## src/design/esort_pkg.sv

```systemverilog
// ----------------------------------------------------------------------------
// esort_pkg: shared types for the exchange selection sorter
// Sequencer states and the per-result flag bundle.
// ----------------------------------------------------------------------------
package esort_pkg;

  // Sequencer states
  typedef enum logic [2:0] {
    S_LOAD,   // collecting elements
    S_RDI,    // read anchor entry i
    S_GETI,   // latch anchor, read first candidate
    S_CMP,    // compare/exchange one candidate per cycle
    S_WRI,    // write the anchor back to entry i
    S_EMIT    // stream sorted entries out
  } state_t;

  // Flags that travel with each result
  typedef struct packed {
    logic valid;
    logic last;
    logic overflow;
  } out_flags_t;

endpackage

```

## src/design/esort_ram.sv

```systemverilog
// ----------------------------------------------------------------------------
// esort_ram: generic simple dual-port RAM
// One write port, one read port, read data registered.
// ----------------------------------------------------------------------------
module esort_ram #(
  parameter int WIDTH = 32,
  parameter int DEPTH = 16
) (
  input  logic                     clk,
  input  logic                     we,
  input  logic [$clog2(DEPTH)-1:0] waddr,
  input  logic [WIDTH-1:0]         wdata,
  input  logic                     re,
  input  logic [$clog2(DEPTH)-1:0] raddr,
  output logic [WIDTH-1:0]         rdata
);

  logic [WIDTH-1:0] mem [DEPTH];

  // Write port
  always_ff @(posedge clk) begin
    if (we) begin
      mem[waddr] <= wdata;
    end
  end

  // Registered read port
  always_ff @(posedge clk) begin
    if (re) begin
      rdata <= mem[raddr];
    end
  end

endmodule

```

## src/design/esort_seq.sv

```systemverilog
// ----------------------------------------------------------------------------
// esort_seq: load / sort / emit sequencer
// Drives the element RAM: fills it in arrival order, runs the exchange
// selection sort with the anchor value held in a register, then reads out.
// ----------------------------------------------------------------------------
module esort_seq #(
  parameter int DEPTH = 16
) (
  input  logic                      clk,
  input  logic                      rst_n,
  input  logic                      start,
  input  logic [31:0]               in_value,
  input  logic                      in_last_in,
  output logic                      busy,
  output logic                      ram_we,
  output logic [$clog2(DEPTH)-1:0]  ram_waddr,
  output logic [31:0]               ram_wdata,
  output logic                      ram_re,
  output logic [$clog2(DEPTH)-1:0]  ram_raddr,
  input  logic [31:0]               ram_rdata,
  output esort_pkg::out_flags_t     flags
);

  localparam int AW = $clog2(DEPTH);
  localparam int CW = AW + 1;
  localparam logic [CW-1:0] DepthC = CW'(DEPTH);
  localparam logic [CW-1:0] OneC   = CW'(1);
  localparam logic [CW-1:0] TwoC   = CW'(2);

  esort_pkg::state_t     state_r, state_nxt;
  logic [CW-1:0]         count_r, count_nxt;
  logic                  drop_r, drop_nxt;
  logic [AW-1:0]         i_r, i_nxt;
  logic [AW-1:0]         j_r, j_nxt;
  logic [31:0]           a_r, a_nxt;
  esort_pkg::out_flags_t flags_r, flags_nxt;

  logic accept;
  logic room;
  logic gt;
  logic j_done;
  logic i_more;
  logic k_last;

  assign busy   = (state_r != esort_pkg::S_LOAD);
  assign accept = start && !busy;
  assign room   = (count_r < DepthC);
  // anchor strictly greater than candidate -> exchange
  assign gt     = $signed(a_r) > $signed(ram_rdata);
  assign j_done = (({1'b0, j_r} + OneC) >= count_r);
  assign i_more = (({1'b0, i_r} + TwoC) < count_r);
  assign k_last = (({1'b0, j_r} + OneC) == count_r);

  // Next state
  always_comb begin
    state_nxt = state_r;
    case (state_r)
      esort_pkg::S_LOAD: begin
        if (accept && in_last_in) begin
          state_nxt = (count_r == '0) ? esort_pkg::S_EMIT : esort_pkg::S_RDI;
        end
      end
      esort_pkg::S_RDI:  state_nxt = esort_pkg::S_GETI;
      esort_pkg::S_GETI: state_nxt = esort_pkg::S_CMP;
      esort_pkg::S_CMP: begin
        if (j_done) begin
          state_nxt = esort_pkg::S_WRI;
        end
      end
      esort_pkg::S_WRI: begin
        state_nxt = i_more ? esort_pkg::S_RDI : esort_pkg::S_EMIT;
      end
      esort_pkg::S_EMIT: begin
        if (k_last) begin
          state_nxt = esort_pkg::S_LOAD;
        end
      end
      default: state_nxt = esort_pkg::S_LOAD;
    endcase
  end

  // Datapath and RAM controls
  always_comb begin
    count_nxt = count_r;
    drop_nxt  = drop_r;
    i_nxt     = i_r;
    j_nxt     = j_r;
    a_nxt     = a_r;
    flags_nxt = '0;
    ram_we    = 1'b0;
    ram_waddr = i_r;
    ram_wdata = a_r;
    ram_re    = 1'b0;
    ram_raddr = i_r;
    case (state_r)
      esort_pkg::S_LOAD: begin
        if (accept) begin
          if (room) begin
            ram_we    = 1'b1;
            ram_waddr = count_r[AW-1:0];
            ram_wdata = in_value;
            count_nxt = count_r + OneC;
          end else begin
            drop_nxt = 1'b1;
          end
          if (in_last_in) begin
            i_nxt = '0;
            j_nxt = '0;
          end
        end
      end
      esort_pkg::S_RDI: begin
        ram_re    = 1'b1;
        ram_raddr = i_r;
      end
      esort_pkg::S_GETI: begin
        a_nxt     = ram_rdata;
        ram_re    = 1'b1;
        ram_raddr = i_r + 1'b1;
        j_nxt     = i_r + 1'b1;
      end
      esort_pkg::S_CMP: begin
        // exchange: candidate slot takes the anchor, anchor takes candidate
        if (gt) begin
          ram_we    = 1'b1;
          ram_waddr = j_r;
          ram_wdata = a_r;
          a_nxt     = ram_rdata;
        end
        if (!j_done) begin
          ram_re    = 1'b1;
          ram_raddr = j_r + 1'b1;
          j_nxt     = j_r + 1'b1;
        end
      end
      esort_pkg::S_WRI: begin
        ram_we    = 1'b1;
        ram_waddr = i_r;
        ram_wdata = a_r;
        i_nxt     = i_r + 1'b1;
        j_nxt     = '0;
      end
      esort_pkg::S_EMIT: begin
        // j_r is the readout index here
        ram_re             = 1'b1;
        ram_raddr          = j_r;
        j_nxt              = j_r + 1'b1;
        flags_nxt.valid    = 1'b1;
        flags_nxt.last     = k_last;
        flags_nxt.overflow = drop_r;
        if (k_last) begin
          count_nxt = '0;
          drop_nxt  = 1'b0;
        end
      end
      default: begin
        count_nxt = '0;
        drop_nxt  = 1'b0;
      end
    endcase
  end

  // Control registers
  always_ff @(posedge clk) begin
    if (!rst_n) begin
      state_r <= esort_pkg::S_LOAD;
      count_r <= '0;
      drop_r  <= 1'b0;
      flags_r <= '0;
    end else begin
      state_r <= state_nxt;
      count_r <= count_nxt;
      drop_r  <= drop_nxt;
      flags_r <= flags_nxt;
    end
  end

  // Indexes and anchor value
  always_ff @(posedge clk) begin
    i_r <= i_nxt;
    j_r <= j_nxt;
    a_r <= a_nxt;
  end

  assign flags = flags_r;

endmodule

```

## src/design/exchange_selection_sorter.sv

```systemverilog
// ----------------------------------------------------------------------------
// exchange_selection_sorter: batch sorter for signed 32-bit values
// Collects a batch, sorts it ascending in RAM, streams the result out.
// ----------------------------------------------------------------------------
// Usage:
//   Input: present in_value / in_last_in with start; a transfer happens on a
//   clock edge with start high and busy low. Loading takes one element per
//   cycle. Elements past DEPTH are dropped and flag out_overflow on the batch.
//   in_last_in closes the batch and starts the sort; busy stays high until
//   the final result has been issued.
//   Sort: one compare per cycle through the single RAM read port, then the
//   sorted batch is read out of the RAM in order.
//   Each result shows in the cycle after its readout cycle, so the first
//   one follows the first readout after the sort, then one result per cycle;
//   out_last_out marks the final one. A batch of one element skips the sort.
//   Output: each result is shown for exactly one cycle with out_valid; the
//   receiver cannot stall. busy drops while the final result is shown.
//   Reset (rst_n low, synchronous) empties the batch and returns to loading;
//   RAM contents are not cleared.
// ----------------------------------------------------------------------------
module exchange_selection_sorter #(
  parameter int DEPTH = 16
) (
  input  logic        clk,
  input  logic        rst_n,
  input  logic        start,
  output logic        busy,
  input  logic [31:0] in_value,
  input  logic        in_last_in,
  output logic        out_valid,
  output logic [31:0] out_sorted_value,
  output logic        out_last_out,
  output logic        out_overflow
);

  localparam int AW = $clog2(DEPTH);

  logic                  ram_we;
  logic [AW-1:0]         ram_waddr;
  logic [31:0]           ram_wdata;
  logic                  ram_re;
  logic [AW-1:0]         ram_raddr;
  logic [31:0]           ram_rdata;
  esort_pkg::out_flags_t flags;

  // Sequencer
  esort_seq #(
    .DEPTH(DEPTH)
  ) u_seq (
    .clk        (clk),
    .rst_n      (rst_n),
    .start      (start),
    .in_value   (in_value),
    .in_last_in (in_last_in),
    .busy       (busy),
    .ram_we     (ram_we),
    .ram_waddr  (ram_waddr),
    .ram_wdata  (ram_wdata),
    .ram_re     (ram_re),
    .ram_raddr  (ram_raddr),
    .ram_rdata  (ram_rdata),
    .flags      (flags)
  );

  // Element store
  esort_ram #(
    .WIDTH(32),
    .DEPTH(DEPTH)
  ) u_ram (
    .clk   (clk),
    .we    (ram_we),
    .waddr (ram_waddr),
    .wdata (ram_wdata),
    .re    (ram_re),
    .raddr (ram_raddr),
    .rdata (ram_rdata)
  );

  // Result ports: RAM read register carries the value
  assign out_valid        = flags.valid;
  assign out_last_out     = flags.last;
  assign out_overflow     = flags.overflow;
  assign out_sorted_value = ram_rdata;

`ifndef SYNTHESIS
  // Leaving the busy phase coincides with the final result of the batch
  a_end_with_last: assert property (@(posedge clk) disable iff (!rst_n)
    ($fell(busy) && $past(rst_n)) |-> (out_valid && out_last_out))
    else $error("busy dropped without final result");

  // No result right after the final one of a batch
  a_gap_after_last: assert property (@(posedge clk) disable iff (!rst_n)
    (out_valid && out_last_out) |=> !out_valid)
    else $error("result issued directly after batch end");

  // Results only during the readout phase
  a_valid_in_emit: assert property (@(posedge clk) disable iff (!rst_n)
    out_valid |-> (busy || out_last_out))
    else $error("result outside readout");
`endif

endmodule
```

## config.mk

```make
export PLATFORM = sky130hd
export DESIGN_NAME = exchange_selection_sorter
export DESIGN_NICKNAME = d
export VERILOG_FILES = /design/src/design/esort_pkg.sv /design/src/design/esort_ram.sv /design/src/design/esort_seq.sv /design/src/design/exchange_selection_sorter.sv
export SDC_FILE = /design/constraint.sdc
export NUM_CORES = 1
export LEC_CHECK = 0
export ABC_AREA = 1
export CAP_MARGIN = 10
export CORE_MARGIN = 1
export CORE_UTILIZATION = 47
export DETAILED_ROUTE_END_ITERATION = 7
export DONT_BUFFER_PORTS = 1
export PLACE_DENSITY = 0.65
export SLEW_MARGIN = 20
export SYNTH_ARGS = -nofsm -noshare
export SYNTH_HDL_FRONTEND = slang
export SYNTH_HIERARCHICAL = 1
export SYNTH_SLANG_ARGS = --single-unit
export TNS_END_PERCENT = 1
```

## constraint.sdc

```tcl
create_clock -name clk -period 4.6 [get_ports clk]
set_input_delay 0.92 -clock clk [delete_from_list [all_inputs] [get_ports clk]]
set_output_delay 0.92 -clock clk [all_outputs]
set_load 0.005 [all_outputs]
```

**Word-level counts from Yosys, hierarchy flattened**

Memories as Yosys holds them, arrays and structs flattened. A register that Yosys moved wholly into a read port is not among the register bits.
Cells that the tools add are included.

- Word-level logic and storage cells: 92
- Output and inout bits: 36
- Flip-flop bits (word level): 52
- Memories kept: 1
- RAM bits: 512

Memory list:

| memory | words | width | read ports | clocked after memory_dff | wr ports | RTL line | RTL |
|---|---|---|---|---|---|---|---|
| u_ram.mem | 16 | 32 | 1 | 1 | 1 | esort_ram.sv:18 | `logic [WIDTH-1:0] mem [DEPTH];` |

- Mux-type cells: 39
- Add/subtract/negate cells: 5
- Reduce and logical (&&, ||, !) cells: 18
- Bitwise operators: 1
- Magnitude comparators: 4
- Equality and inequality tests: 15

Operators by type and width:

| cell | count |
|---|---|
| $mux W32 | 4 |
| $pmux W32 S2 | 1 |
| $gt A32 B32 Y1 | 1 |
| $mux W4 | 7 |
| $pmux W4 S5 | 1 |
| $mux W3 | 6 |
| $pmux W3 S6 | 1 |
| $pmux W4 S2 | 2 |
| $mux W5 | 3 |
| $pmux W5 S3 | 1 |
| $ne A2 B1 Y1 const B | 6 |
| $pmux W4 S3 | 1 |
| $reduce_and A4 Y1 | 3 |
| $mux W1 | 9 |
| $add A4 B1 Y4 const B | 2 |
| $eq A3 B2 Y1 const B | 2 |
| $eq A3 B3 Y1 const B | 2 |
| $ne A2 B2 Y1 const B | 3 |
| $pmux W1 S3 | 2 |
| $reduce_and A3 Y1 | 2 |
| $add A4 B1 Y5 const B | 1 |
| $add A4 B2 Y5 const B | 1 |
| $add A5 B1 Y5 const B | 1 |
| $eq A5 B5 Y1 | 1 |
| other kinds (16) | 19 |

**Longest topological paths before layout**

Gate-level depths: netlist of run 1.

- Word-level depth: 7
- Depth in mapped cells: 22
- Mapped depth without buffers: 21

**Cells and area by module**

Netlist of run 1, hierarchy kept.

Modules (own cells, without submodules):

| module | area each (um^2) | cells an instance | seq. area each (um^2) | instances |
|---|---|---|---|---|
| esort_ram | 23050.9 | 2120 | 16335.7 | 1 |
| esort_seq | 3729.8 | 481 | 1441.4 | 1 |

**Least setup slack after synthesis of run 1**

Ideal clock, no wire load.

- Kind: reg-to-reg
- Start: register u_ram.rdata[31] (read register of u_ram.mem)
- End: memory u_ram.mem[10][0] (enable)
- Arrival: 3.305 ns
- Slack: 0.874 ns
- Cell stages (with the launch flop): 14
- Period minus slack after synthesis: 3.726 ns
- Cell sequence: edfxtp_1 -> inv_1 -> ha_1 -> a21oi_1 -> o21a_1 -> nand2_1 -> a21oi_1 -> nand3_1 -> nand3_1 -> nand2_1 -> nand3_1 -> nand2_1 -> nand3b_1 -> nor2_1

RTL lines:

| element | RTL line | RTL |
|---|---|---|
| start, declared | esort_ram.sv:15 | `output logic [WIDTH-1:0] rdata` |
| $gt A32 B32 Y1 | esort_seq.sv:49 | `assign gt = $signed(a_r) > $signed(ram_rdata);` |
| $mux W4 | esort_seq.sv:124 | `if (gt) begin` |
| $pmux W4 S2 | esort_seq.sv:95 | `case (state_r)` |
| net ram_waddr[2] | exchange_selection_sorter.sv:39 | `logic [AW-1:0] ram_waddr;` |
| end, declared | esort_ram.sv:18 |  |

The timed path passes the listed nets, and every way through them passes these cells.

**Worst setup path after layout of run 1**

- Start: register u_ram.rdata[31] (read register of u_ram.mem)
- End: memory u_ram.mem[7][0] (enable)

Same word-level chain as after synthesis.

==> results of run 1 <==
Yosys cell counts (all sizes together):
master	count	share of area
nand2	856	0.12
edfxtp	584	0.65
inv	465	0.065
nand3	398	0.074
buf	95	0.025
nor2	48	0.0081
ha	46	0.021
a21oi	30	0.0057
clkbuf	17	0.0024
dfxtp	12	0.0090
nand4	11	0.0026
o21ai	8	0.0016
nor3	6	0.0017
o2111ai	5	0.0016
a22oi	4	0.0011
o21a	3	0.00084
xor2	3	0.00098
and3	2	0.00047
nand3b	2	0.00056
a211oi	1	0.00047
a21o	1	0.00028
o211ai	1	0.00028
o221ai	1	0.00033
o22ai	1	0.00023
or2	1	0.00023
placed cells by master (no fill, tap or decap), types with 11 or more instances in the layout:
cell and count:
buf_4 33, buf_12 17, dfxtp_1 12, a21oi_1 29
nor2_4 21, ha_1 46, edfxtp_1 584, nand2_1 853
clkbuf_16 61, nand4_1 11, clkinv_2 11, inv_1 454
nor2_1 25, nand3_1 397
flip-flops by register name (all words and copies together) (netlist names):
register and count:
u_ram/mem 512, u_ram/rdata 32, u_seq/a_r 32, u_seq/count_r 5, u_seq/drop_r 1, u_seq/flags 3, u_seq/i_r 4, u_seq/j_r 4
u_seq/state_r 3
final timing paths:
path / start / to / slack (ns) / cells past startpoint
max: u_ram/rdata[31]$_DFFE_PP_ / u_ram/mem[7][0]$_DFFE_PP_ / 0.36 / 14
min: rst_n / u_seq/state_r[0]$_SDFFE_PN0P_ / 0.46 / 2
max reg2reg: u_ram/rdata[31]$_DFFE_PP_ / u_ram/mem[7][0]$_DFFE_PP_ / 0.36 / 14
min reg2reg: u_seq/drop_r$_SDFFE_PN0P_ / u_seq/drop_r$_SDFFE_PN0P_ / 0.50 / 1
final cells by class:
type / instances / area, um^2 / area share
Clock buffer: 69 / 1556 / 0.05224
Clock inverter: 39 / 455.4 / 0.01529
Inverter: 465 / 1753 / 0.05884
Multi-Input combinational cell: 1428 / 6718 / 0.2255
Sequential cell: 596 / 17780 / 0.5967
Tap cell: 756 / 945.9 / 0.03175
Timing Repair Buffer: 50 / 588.1 / 0.01974
where the power goes:
| group | internal (mW) | leakage (nW) | total, mW | switching (mW) |
|---|---|---|---|---|
| clock | 2.97 | 0.971 | 5.00 | 2.03 |
| sequential | 7.84 | 5.41 | 8.24 | 0.407 |
| combinational | 2.30 | 6.29 | 8.75 | 6.45 |
| total | 13.1 | 12.7 | 22.0 | 8.88 |
through the flow:
step	total power [mW]	utilization	worst slack [ns]	hold WS, ns	instances
floorplan	14.14	-	0.8740	0.4327	2601
global placement	16.84	0.4927	0.5318	0.4857	3295
detailed placement	17.04	0.4927	0.4590	0.4872	3295
CTS	22.06	0.5284	0.4472	0.4326	3403
global route	23.22	0.5284	0.1827	0.4483	3403
finish	21.99	0.5284	0.3628	0.4628	3403
cell families after synthesis:
family                   after synthesis  synth area share
adder cells (fa/ha/maj)               46           0.02149
AO/OA/AOI/OAI                         55           0.01257
flip-flops                           596            0.6638
buffers and inverters                577           0.09293
XOR/XNOR                               3         0.0009813
AND/OR/NAND/NOR                     1324            0.2082
per-layer routing:
| layer | global-route usage | up-vias | wire length, um |
|---|---|---|---|
| li1 | - | 8457 | - |
| met1 | 0.3243 | 8643 | 28290 |
| met2 | 0.3868 | 700 | 31870 |
| met3 | 0.04221 | 123 | 5646 |
| met4 | 0.08531 | 0 | 2067 |
| met5 | 0 | - | 0 |
==> impl_metrics.csv, run 1 <==
group,metric,value,unit
outcome,outcome,"complete, no violations",
timing,setup_tns,0,ns
global_route,antenna_found_initial,0,
final_layout,fill_cells,4884,
global_route,grt_pass1_wl,103500,um
placed_design,postPlaceCellArea,27780,um^2
worst_setup_path,path_cells,"inv_1, ha_1, nand2_1, nor2_1, nand2_1, nor2_1, nand4_1, nand3_1, nand2_1, nand3_1, nand2_1, nand3b_1, nor2_4, buf_12",
timing,hold_viol_final,0,
power,powerDensity,738.1,nW/um^2
synth,synth.yosys.warnings,6,
timing,max-slew-margin-rel,0.3503,
drt,first_pass_iters,7,
worst_setup_path,required,4.91,ns
drt,wl_per_cell,19.95,um
final_layout,drive_gt1_frac,0.07102,
synth,synth.distinct_cells,39,
cts,clkSinkCount,596,
synth,avgSynthCellArea,10.30,um^2
worst_setup_path,arrival,4.55,ns
drt,drtIter0Drc,1712,
final_layout,antenna_cells,0,
timing,max_freq,236.0,MHz
cts,post_cts_buffers,0,
worst_setup_path,cp_common_cell,"nand2_1",
cts,ctsRootBufferMaster,"clkbuf_16",
cts,cts_resized,0,
power,vdd_drop_max,0.5609,mV
cts,cts_buffers,59,
floorplan,die_h,240.7,um
final_layout,stdcell_area,29790,um^2
drt,drc_errors,0,
worst_hold_path,hp-class,"primary input to register",
worst_setup_path,critPathLaunchType,"register",
global_route,grt_pass1_vias,17500,
final_layout,fin_nets,2682,
cts,cts_hold_buf,0,
timing,slew_viol_final,0,
job,max-cap-violations,0,
floorplan,die-area,57940,um^2
cts,cts.path.max_buffers,3,
cts,clkSlewWorstSetupHoldPaths,0.06,ns
floorplan,die_x,240.7,um
placed_design,io_buffers,0,
timing,rsz0062_at_grt,"no",
worst_setup_path,worst-path-buf-inv,2,
worst_setup_path,crit_path_max_incr_delay,0.66,ns
timing,setup_violations,0,
drt,drt-total-wl,67880,um
cts,cts_tree,"built",
floorplan,rows,87,
global_route,grtUsageTotal,0.2390,
worst_setup_path,crit_type,"register to register",
placed_design,hpwl,39780,um
timing,worst_pin_slew,0.9746,ns
timing,skew,0.01795,ns
synth,ys_seq_area_frac,0.6638,
floorplan,io_pins,72,
drt,drtAntennaViolNets,0,
synth,synth-seq-cells,596,
global_route,grt_max_degree,99,
cts,htreeDepth,2,
placed_design,gp_congestion,0.8458,
timing,period_share,0.9211,
floorplan,core-area,56390,um^2
synth,synth_cells,2601,
worst_setup_path,cp-end-kind,"register",
worst_setup_path,critical_path.top_delay_family,"simple AND/OR/NAND/NOR gates",
timing,fin_crit,4.237,ns
global_route,grt-ovfl-total,0,
drt,viasPerCell,5.267,
cts,clk_latency,0.61,ns
worst_setup_path,crit_slowest_cell,"nor2_4",
synth,syn_nets,2683,
worst_setup_path,crit_fanout,17,
final_layout,areaGrowthSynthToFinish,11.25,%
floorplan,start_util,0.4749,
power,power_leakage,12.67,nW
synth,netlist_area,26780,um^2
drt,vias,17920,
(Power assumes the default switching activity.)
==> run 2: changes to the inputs <==
--- a/config.mk
+++ b/config.mk
@@ -7,6 +7,7 @@
 export LEC_CHECK = 0
 export ABC_AREA = 1
 export CAP_MARGIN = 10
+export CORE_ASPECT_RATIO = 0.7
 export CORE_MARGIN = 1
 export CORE_UTILIZATION = 47
 export DETAILED_ROUTE_END_ITERATION = 7
==> impl_metrics.csv, run 2 (synthesis results as in run 1) <==
group,metric,value,unit
floorplan,die-area,57950,um^2
drt,drt-total-wl,68180,um
floorplan,io_pins,72,
power,power,21.46,mW
floorplan,die_h,201.7,um
power,powerDensity,728.1,nW/um^2
final_layout,fin_util,0.5286,
floorplan,rows,72,
drt,first_pass_iters,8,
final_layout,final_cell_mix,"nand2_1, edfxtp_1, inv_1",
global_route,grtUsageTotal,0.2367,
timing,max-slew-margin-rel,0.4057,
global_route,antenna_found_initial,2,
final_layout,antenna_cells,0,
timing,skew,0.04154,ns
timing,setup_violations,0,
cts,cts_buffers,57,
final_layout,layout_commonest_cell,"nand2_1",
power,power_leakage,12.57,nW
drt,viasPerCell,5.286,
floorplan,core-area,55760,um^2
placed_design,hpwl,39450,um
cts,cts_resized,0,
worst_setup_path,crit_fanout,32,
worst_setup_path,arrival,4.24,ns
worst_setup_path,critPathLaunchType,"register",
global_route,grt_pass1_wl,103000,um
final_layout,final_cells,3390,
final_layout,largestRegisters,"u_ram/mem: 512 flops, u_ram/rdata: 32 flops, u_seq/a_r: 32 flops",
drt,wl_per_cell,20.11,um
timing,period_share,0.8714,
timing,hold_viol_final,0,
cts,cts.path.max_buffers,3,
placed_design,pre_cts_ws,0.6773,ns
timing,max_freq,249.5,MHz
placed_design,io_buffers,0,
cts,clk_latency,0.64,ns
drt,drtAntennaViolNets,0,
cts,cts_tree,"built",
timing,rsz0062_at_grt,"no",
global_route,grt_max_degree,129,
cts,clkSlewWorstSetupHoldPaths,0.06,ns
worst_setup_path,crit_type,"register to register",
final_layout,areaGrowthSynthToFinish,10.07,%
worst_setup_path,cp-end-kind,"register",
timing,timing.final.ws_setup,0.5915,ns
final_layout,fin_nets,2685,
cts,ctsRootBufferMaster,"clkbuf_16",
final_layout,regMostFlops,"u_ram/mem",
timing,hold_ws,0.4498,ns
power,vdd_drop_max,0.7147,mV
timing,fin_crit,4.009,ns
final_layout,largest_reg_flops,512,
timing,setup_tns,0,ns
cts,clkSinkCount,596,
cts,htreeDepth,2,
final_layout,drive_gt1_frac,0.06830,
drt,vias,17920,
worst_hold_path,whs_path_depth,2,
timing,worst_pin_slew,0.8902,ns
outcome,outcome,"complete, no violations",
job,max-cap-violations,0,
worst_setup_path,r2r_cells,15,
cts,post_cts_buffers,0,
drt,drc_errors,0,
global_route,grt-ovfl-total,0,
final_layout,stdcell_area,29480,um^2
worst_hold_path,hp-class,"primary input to register",
placed_design,postPlaceCellArea,27710,um^2
timing,slew_viol_final,0,
worst_setup_path,required,4.83,ns
cts,cts_hold_buf,0,
global_route,grt_pass1_vias,16850,
floorplan,die_x,287.3,um
drt,drtIter0Drc,2051,
placed_design,dp.cells,3284,
placed_design,gp_congestion,0.9075,
floorplan,start_util,0.4803,
==> run 2: changes by cell type in the layout (fill, tap and decap cells not counted), sizes merged <==
cell      change
bufinv        -7
clkinvlp      -6
clkinv        +7
buf           +5
clkbuf        +2
inv           +2
==> run 2: final timing paths <==
check                                        to  slack (ns)                       from
setup / recovery     u_ram/mem[2][29]$_DFFE_PP_        0.59  u_ram/rdata[31]$_DFFE_PP_
hold / removal    u_seq/state_r[0]$_SDFFE_PN0P_        0.45                      rst_n
setup reg to reg     u_ram/mem[2][29]$_DFFE_PP_        0.59  u_ram/rdata[31]$_DFFE_PP_
hold reg to reg       u_seq/drop_r$_SDFFE_PN0P_        0.48  u_seq/drop_r$_SDFFE_PN0P_
==> run 2: critical path, cell delays in order, from the launching register on <==
cell	delay (ns)
edfxtp_1	0.45
inv_1	0.07
ha_1	0.45
nand2_1	0.14
nor2_1	0.14
nand2_1	0.16
nor2_1	0.29
nand4_1	0.28
nand3_1	0.26
nand2_1	0.07
nand3_1	0.07
nand2_1	0.09
nor2_1	0.12
nand2_1	0.25
nor2_4	0.15
buf_4	0.62
==> run 2: cell type report <==
| type | instances | area, um^2 |
|---|---|---|
| clock buffers | 71 | 1500 |
| clock inverters | 35 | 265.3 |
| fillers | 4730 | 26290 |
| inverters | 465 | 1753 |
| multi-input cells | 1428 | 6718 |
| flip-flops and latches | 596 | 17780 |
| well taps | 740 | 925.9 |
| repair buffers | 55 | 538.0 |
==> run 2: power breakdown <==
group | total (mW) | internal [mW] | switching, mW | leakage [nW]
sequential | 8.28 | 7.84 | 0.440 | 5.41
combinational | 8.67 | 2.28 | 6.39 | 6.29
clock | 4.51 | 2.48 | 2.03 | 0.873
==> run 2: per-layer routing <==
metal | global-route usage | share of wire | wire length [um]
met1 | 0.3449 | 0.44 | 29730
met2 | 0.3578 | 0.45 | 30380
met3 | 0.05261 | 0.097 | 6613
met4 | 0.06193 | 0.021 | 1441
met5 | 0 | 0.00023 | 16
==> run 3: changes to the inputs <==
--- a/config.mk
+++ b/config.mk
@@ -6,10 +6,12 @@
 export NUM_CORES = 1
 export LEC_CHECK = 0
 export ABC_AREA = 1
+export ABC_CLOCK_PERIOD_IN_PS = 4600
 export CAP_MARGIN = 10
 export CORE_ASPECT_RATIO = 0.7
 export CORE_MARGIN = 1
 export CORE_UTILIZATION = 47
+export CTS_CLUSTER_DIAMETER = 50
 export DETAILED_ROUTE_END_ITERATION = 7
 export DONT_BUFFER_PORTS = 1
 export PLACE_DENSITY = 0.65
==> constraint.sdc (replaced) <==
create_clock -name clk -period 4.6 [get_ports clk]
set_input_delay 1.38 -clock clk [delete_from_list [all_inputs] [get_ports clk]]
set_output_delay 1.38 -clock clk [all_outputs]
set_load 0.005 [all_outputs]
==> impl_metrics.csv, run 3 (synthesis results as in run 1) <==
group,metric,value,unit
outcome,outcome,"complete, no violations",
worst_hold_path,hp-class,"register to register",
placed_design,hpwl,38750,um
drt,drt-total-wl,64370,um
drt,first_pass_iters,7,
placed_design,dp.cells,3270,
worst_setup_path,crit_path_max_incr_delay,0.57,ns
cts,cts_resized,0,
placed_design,postPlaceCellArea,27680,um^2
job,max-cap-violations,0,
floorplan,start_util,0.4803,
final_layout,drive_gt1_frac,0.06452,
drt,viasPerCell,5.251,
worst_setup_path,crit_slowest_cell,"buf_12",
timing,timing.final.ws_setup,0.6353,ns
global_route,grt_max_degree,178,
timing,worst_pin_slew,0.9046,ns
drt,drtAntennaViolNets,0,
timing,setup_tns,0,ns
timing,period_share,0.8619,
final_layout,regMostFlops,"u_ram/mem",
timing,hold_viol_final,0,
cts,ctsRootBufferMaster,"clkbuf_16",
global_route,antenna_found_initial,2,
drt,vias,17720,
final_layout,fin_util,0.5291,
global_route,grt_pass1_wl,99750,um
placed_design,io_buffers,0,
worst_setup_path,required,4.94,ns
final_layout,multiInputGateArea,6718,um^2
cts,cts.path.max_buffers,3,
timing,max-slew-margin-rel,0.3969,
global_route,grt-ovfl-total,0,
cts,cts_buffers,58,
worst_setup_path,r2r-start,"u_seq/j_r[0]$_DFFE_PP_",
floorplan,io_pins,72,
floorplan,die_h,201.7,um
timing,rsz0062_at_grt,"no",
global_route,grt_pass1_vias,16980,
worst_setup_path,crit_fanout,177,
floorplan,core-area,55760,um^2
drt,drtIter0Drc,1678,
floorplan,rows,72,
cts,post_cts_buffers,0,
cts,clkSlewWorstSetupHoldPaths,0.06,ns
final_layout,antenna_cells,0,
final_layout,final_cell_mix,"nand2_1, edfxtp_1, inv_1",
cts,htreeDepth,2,
worst_setup_path,critPathLaunchType,"register",
floorplan,die-area,57950,um^2
final_layout,seqCellArea,17780,um^2
timing,slew_viol_final,0,
placed_design,gp_congestion,0.8852,
worst_setup_path,critical_path.top_delay_family,"simple AND/OR/NAND/NOR gates",
placed_design,pre_cts_ws,0.7236,ns
final_layout,fill_cells,4714,
global_route,grtUsageTotal,0.2263,
timing,max_freq,252.2,MHz
timing,setup_violations,0,
final_layout,final_cells,3375,
final_layout,largestRegisters,"u_ram/mem: 512 flops, u_ram/rdata: 32 flops, u_seq/a_r: 32 flops",
cts,cts_hold_buf,0,
final_layout,areaGrowthSynthToFinish,10.16,%
power,power_leakage,12.54,nW
worst_setup_path,cp_common_cell,"nand2_1",
cts,cts_tree,"built",
final_layout,largest_reg_flops,512,
final_layout,layout_commonest_cell,"nand2_1",
worst_setup_path,crit_start,"u_seq/j_r[0]$_DFFE_PP_",
floorplan,die_x,287.3,um
drt,drc_errors,0,
worst_hold_path,hp-start,"u_seq/drop_r$_SDFFE_PN0P_",
worst_setup_path,crit_type,"register to register",
worst_setup_path,arrival,4.30,ns
power,powerDensity,727.0,nW/um^2
timing,skew,0.02931,ns
final_layout,stdcell_area,29500,um^2
cts,clkSinkCount,596,
drt,wl_per_cell,19.07,um
worst_setup_path,path_cells,"ha_1, xor2_1, ha_1, nand2_1, nor2_1, nand2_1, o2111ai_1, nand2_1, o21ai_1, nand2_1, o2111ai_4, buf_12, nand2_1, nand3_1, nand3_1, nand3_1, nand2_1",
final_layout,fin_nets,2672,
cts,clk_latency,0.65,ns
timing,fin_crit,3.965,ns
worst_setup_path,cp-end-kind,"register",
worst_setup_path,worst-path-buf-inv,1,
power,vdd_drop_max,0.6558,mV
-- run 3: final cells by class --
| type | count | area share |
|---|---|---|
| clock buffers | 76 | 0.05149 |
| clock inverters | 29 | 0.01022 |
| inverters | 465 | 0.05942 |
| multi-input cells | 1428 | 0.2277 |
| flip-flops and latches | 596 | 0.6026 |
| well taps | 740 | 0.03138 |
| repair buffers | 41 | 0.01722 |
-- run 3: final timing paths --
kind                                to  slack, ns  depth (start not counted)
min reg2reg  u_seq/drop_r$_SDFFE_PN0P_       0.47                          1
min          u_seq/drop_r$_SDFFE_PN0P_       0.47                          1
max          u_ram/rdata[24]$_DFFE_PP_       0.64                         17
max reg2reg  u_ram/rdata[24]$_DFFE_PP_       0.64                         17
-- run 3: metal layers --
layer  up-vias  routed length [um]  part of all wire  global-route usage
met5         -                  14           0.00022                   0
met4         2                1509             0.023             0.06516
met3        99                5285             0.082             0.03651
met2       640               28550              0.44              0.3417
met1      8545               29010              0.45              0.3373
li1       8437                   -                 -                   -
-- run 3: stage by stage --
| step | total power [mW] | hold slack [ns] |
|---|---|---|
| global route | 22.76 | 0.4919 |
| finish | 21.45 | 0.4691 |
| floorplan | 14.14 | 0.4327 |
| CTS | 21.55 | 0.4736 |
| detailed placement | 16.94 | 0.4513 |
| global placement | 16.72 | 0.4401 |
-- run 3: worst register-to-register path, delay by kind of cell (launching register included) --
kind	cells	cell delay [ns]
compound gates	3	0.53
xor+xnor	1	0.19
fa+ha+maj	2	0.59
buf+inv	1	0.57
flops	1	0.44
simple gates	10	1.36
-- run 3: power breakdown --
group,internal [mW],switching (mW),leakage [nW]
clock,2.56,2.04,0.884
combinational,2.28,6.32,6.25
sequential,7.84,0.406,5.41
